File: src/rtl/hoac_cell.sv
module hoac_cell #(
  parameter int unsigned W = 33
) (
  input  logic         clk_i,
  input  logic         rst_ni,
  input  logic         valid_i,
  input  logic [W-1:0] data_i,
  output logic         stall_o,
  output logic         valid_o,
  output logic [W-1:0] data_o,
  input  logic         stall_i
);

  logic         valid_q;
  logic [W-1:0] data_q;

  // The cell only holds while it has an item that its neighbor refuses.
  assign stall_o = valid_q & stall_i;

  always_ff @(posedge clk_i or negedge rst_ni) begin
    if (!rst_ni) begin
      valid_q <= 1'b0;
    end else if (!stall_o) begin
      valid_q <= valid_i;
    end
  end

  always_ff @(posedge clk_i) begin
    if (!stall_o && valid_i) begin
      data_q <= data_i;
    end
  end

  assign valid_o = valid_q;
  assign data_o  = data_q;

endmodule

File: config.mk
export PLATFORM = sky130hd
export DESIGN_NAME = hoac_cell
export DESIGN_NICKNAME = d
export VERILOG_FILES = /design/src/rtl/hoac_cell.sv
export SDC_FILE = /design/constraint.sdc
export NUM_CORES = 1
export LEC_CHECK = 0
export BUFFER_PORTS_ARGS = -buffer_cell sky130_fd_sc_hd__buf_2
export CORE_MARGIN = 2
export CORE_UTILIZATION = 35
export DETAILED_ROUTE_END_ITERATION = 6
export GPL_TIMING_DRIVEN = 0
export HOLD_SLACK_MARGIN = 0.03
export PLACE_DENSITY_LB_ADDON = 0.05
export SLEW_MARGIN = 20
export SYNTH_ARGS = -nofsm -noshare
export SYNTH_HDL_FRONTEND = slang
export SYNTH_SLANG_ARGS = --single-unit
File: constraint.sdc
create_clock -name clk_i -period 1.7 [get_ports clk_i]
set_clock_uncertainty 0.15 [all_clocks]
set_input_delay 0 -clock clk_i [delete_from_list [all_inputs] [get_ports clk_i]]
set_output_delay 0 -clock clk_i [all_outputs]
set_load 0.005 [all_outputs]
Word level (Yosys, flattened, before mapping)
Index checks and enable logic that the tools add are counted.
Cells by class
  reductions and logical operators: 2
  bitwise operators: 1
Operator list (number)
  1-bit AND: 1
  1-bit logical AND: 1
  1-bit zero test: 1
Storage, ports and cells
  output and inout port bits: 35
  register bits after elaboration: 34

Depth between registers and ports, before layout
  depth in word-level cells: 3
  gate-level depth with buffers: 1
  depth with buffers taken out: 1

Least setup slack after synthesis
Ideal clock, no wire load.
  path type: register to register
  start point: reg valid_q (netlist: valid_o)
  end point: reg data_q[0] (netlist: data_o[0]) (enable)
  path slack: -208 ps
  setup time: 401 ps
  data arrival time: 1357 ps
  cell stages (with the launch flop): 2
  cell sequence: dfrtp_1 > a21boi_2
Between the ends
  longest elaborated chain between the ends: 3
RTL lines
  start, declared: line 14  | logic valid_q;
  start signal, assigned: line 24  | valid_q <= valid_i;
  1-bit AND: line 18  | assign stall_o = valid_q & stall_i;
  1-bit zero test: line 29  | if (!stall_o && valid_i) begin
  1-bit logical AND: line 29
  end signal, assigned: line 30  | data_q <= data_i;
  end, declared: line 15  | logic [W-1:0] data_q;
No other way between the ends.
A chain may end at the register's enable or synchronous reset.

Worst setup path after layout
  start point: reg valid_q (netlist: valid_o)
  end point: reg valid_q (netlist: valid_o)
Between the ends
  longest elaborated chain between the ends: 1
RTL lines (line)
  1-bit AND: 18
No other way between the ends.

==> impl_metrics.env <==
export IMPL_ios=72
export IMPL_status="finished clean"
export IMPL_finalSetupTns_ns=0
export IMPL_dpl_cell_count=139
export IMPL_max_cap_violations=0
export IMPL_power_switching_mw=0.325
export IMPL_antenna_found_initial=0
export IMPL_grt_use_total_pct=16.2
export IMPL_die_w_um=58.5
export IMPL_final_cells=185
export IMPL_total_power_mw=1.58
export IMPL_synth_top_area_share_pct=95.2
export IMPL_grt_pass1_vias=829
export IMPL_intPower_mw=1.26
export IMPL_cts_sinks=34
export IMPL_dpl_worst_slack_ns=-0.0982
export IMPL_combPwrFrac_pct=12.0
export IMPL_rows=19
export IMPL_area_delta_synth_final_pct=80.6
export IMPL_syn_num_nets=74
export IMPL_path_max_fanout=5
export IMPL_root_buffer="clkbuf_4"
export IMPL_wl_um=2540
export IMPL_p_seq_share_pct=62.4
export IMPL_place_gp_congestion=0.624
export IMPL_setup_viol_count_final=0
export IMPL_yosys_area_share_xor_xnor_pct=0
export IMPL_worstPathArrival_ns=1.56
export IMPL_drt_iter0_drc=8
export IMPL_initial_core_util_pct=37.4
export IMPL_pwr_share_clk_pct=25.7
export IMPL_finalNetCount=190
export IMPL_cp_end_kind="flop"
export IMPL_dr_pass1_iters=4
export IMPL_hold_class="in -> reg"
export IMPL_die_area_mm2=0.00343
export IMPL_numCtsBuffers=5
export IMPL_grt_pass1_wl_um=3820
export IMPL_synth_mux_area_share_pct=0
export IMPL_synth_compound_area_share_pct=1.80
export IMPL_holdWs_ns=0.0514
export IMPL_ys_warn_count=0
export IMPL_synth_top_family_by_area="compound AO/OA/AOI/OAI gates"
export IMPL_clkTransAtPathRegs_ns=0.10
export IMPL_drtAntennaViolNets=0
export IMPL_swShare_pct=20.5
export IMPL_setup_ws_ns=0.190
export IMPL_maxSlewHeadroom_pct=62.2
export IMPL_vias=794
export IMPL_cts_tree="done"
export IMPL_synth_fa_ha_area_share_pct=0
export IMPL_syn_area_mm2=0.00104
export IMPL_clkLatencyLatePin_ns=0.32
export IMPL_finalHoldViolations=0
export IMPL_yosysUniqueCellTypes=5
export IMPL_n_antenna_cell=0
export IMPL_start_kind="flop"
export IMPL_tightestPinTransition_ns=0.566
export IMPL_synth_top_area_cell="edfxtp_1"
export IMPL_synth_ff_latch_count=34
export IMPL_criticalPathCategory="reg -> reg"
export IMPL_drc=0
export IMPL_avgSynthCellArea_um2=28.1
export IMPL_grt_max_degree=18
export IMPL_htreeDepth=2
export IMPL_clock_fmax_ghz=0.662
export IMPL_gr_total_overflow=0
export IMPL_yosysSeqAreaShare_pct=97.6
export IMPL_wl_per_cell_um=13.7
export IMPL_p_leak_nw=0.809
export IMPL_viasPerCell=4.29
export IMPL_fin_crit_ns=1.51
export IMPL_power_per_cell_area_mw_per_mm2=842
export IMPL_post_route_period_util_pct=88.8
export IMPL_synthTopCellsByArea="edfxtp_1, dfrtp_1, a21boi_2"
export IMPL_clk_path_buf_depth=2
export IMPL_ir_drop_mv=0.701
export IMPL_drv_slew=0
export IMPL_coreArea_mm2=0.00278
export IMPL_layout_drive_gt1_share_pct=50.6
export IMPL_synth_cells=37
export IMPL_yosys_area_share_simple_pct=0.601
export IMPL_numPortBuffers=71
export IMPL_crit_required_ns=1.75
export IMPL_die_height_um=58.5
export IMPL_rsz0062_at_grt="false"
[layout make-up]
class | instances | area (um^2)
Multi-Input combinational cell | 4 | 51.3
Fill cell | 203 | 901
Timing Repair Buffer | 108 | 726
Sequential cell | 34 | 1020
Tap cell | 31 | 38.8
Clock buffer | 8 | 48.8
[critical path: stages, from the launching register on]
cell           delay [ns]
dfrtp_1              0.48
a21o_1               0.21
dlygate4sd3_1        0.55
[cell usage after synthesis]
| cell | n |
|---|---|
| a21boi_2 | 1 |
| a21o_1 | 1 |
| and2_1 | 1 |
| dfrtp_1 | 1 |
| edfxtp_1 | 33 |
[cells by family (layout without fill, tap and decap cells)]
family / count (synthesis) / count (layout)
buf+inv: 0 / 116
simple gates: 1 / 1
compound gates: 2 / 3
flops: 34 / 34
[what timing repair did]
action / CTS / global route
buffers inserted: 0 / 0
gates resized for setup: 1 / 0
endpoints found under the hold margin: 35 / 0
setup endpoints to repair: 33 / 0
hold buffers: 37 / 0
[cell usage in the layout (no fill, tap or decap)]
master | netlist | final
clkbuf_4 | 0 | 5
dlygate4sd3_1 | 0 | 37
a21o_1 | 1 | 1
and2_1 | 1 | 1
buf_2 | 0 | 71
dfrtp_1 | 1 | 1
edfxtp_1 | 33 | 33
a21boi_4 | 0 | 2
clkbuf_1 | 0 | 3
[metal layers]
layer	routed length (um)	vias up	part of all wire (%)	track usage (%)
li1	-	381	-	-
met4	44	0	1.7	7.97
met5	0	-	0	0
met2	1340	44	53	28.4
met3	215	6	8.5	5.49
met1	940	363	37	17.4
[through the flow]
| stage | util [%] | instance area [um^2] |
|---|---|---|
| final | 67.6 | 1880 |
| after global routing | 67.6 | 1880 |
| after CTS | 67.6 | 1880 |
| after detailed placement | 51.9 | 1440 |
| after global placement | 51.9 | 1440 |
| after floorplan | - | 1050 |
[final timing paths]
check | startpoint | to | slack [ns] | cells after the start
setup / recovery | valid_o$_DFFE_PN0N_ | valid_o$_DFFE_PN0N_ | 0.19 | 2
hold / removal | stall_i | data_o[32]$_DFFE_PP_ | 0.05 | 2
setup reg to reg | valid_o$_DFFE_PN0N_ | valid_o$_DFFE_PN0N_ | 0.19 | 2
hold reg to reg | valid_o$_DFFE_PN0N_ | data_o[32]$_DFFE_PP_ | 0.74 | 1
max in group asynchronous | rst_ni | valid_o$_DFFE_PN0N_ | 0.94 | 3
min in group asynchronous | rst_ni | valid_o$_DFFE_PN0N_ | 0.36 | 3
[registers in the layout, summed over array words and instances, names as in the netlist]
register  cells
valid_o       1
data_o       33
[power by group through the flow]
stage	Clock, mW	Combinational [mW]	Sequential [mW]
final	0.406	0.189	0.987
after global routing	0.460	0.206	0.992
after CTS	0.421	0.188	0.988
after detailed placement	0	0.117	1.01
after global placement	0	0.115	1.00
after floorplan	0	0.0197	1.01
(Power assumes the default switching activity.)
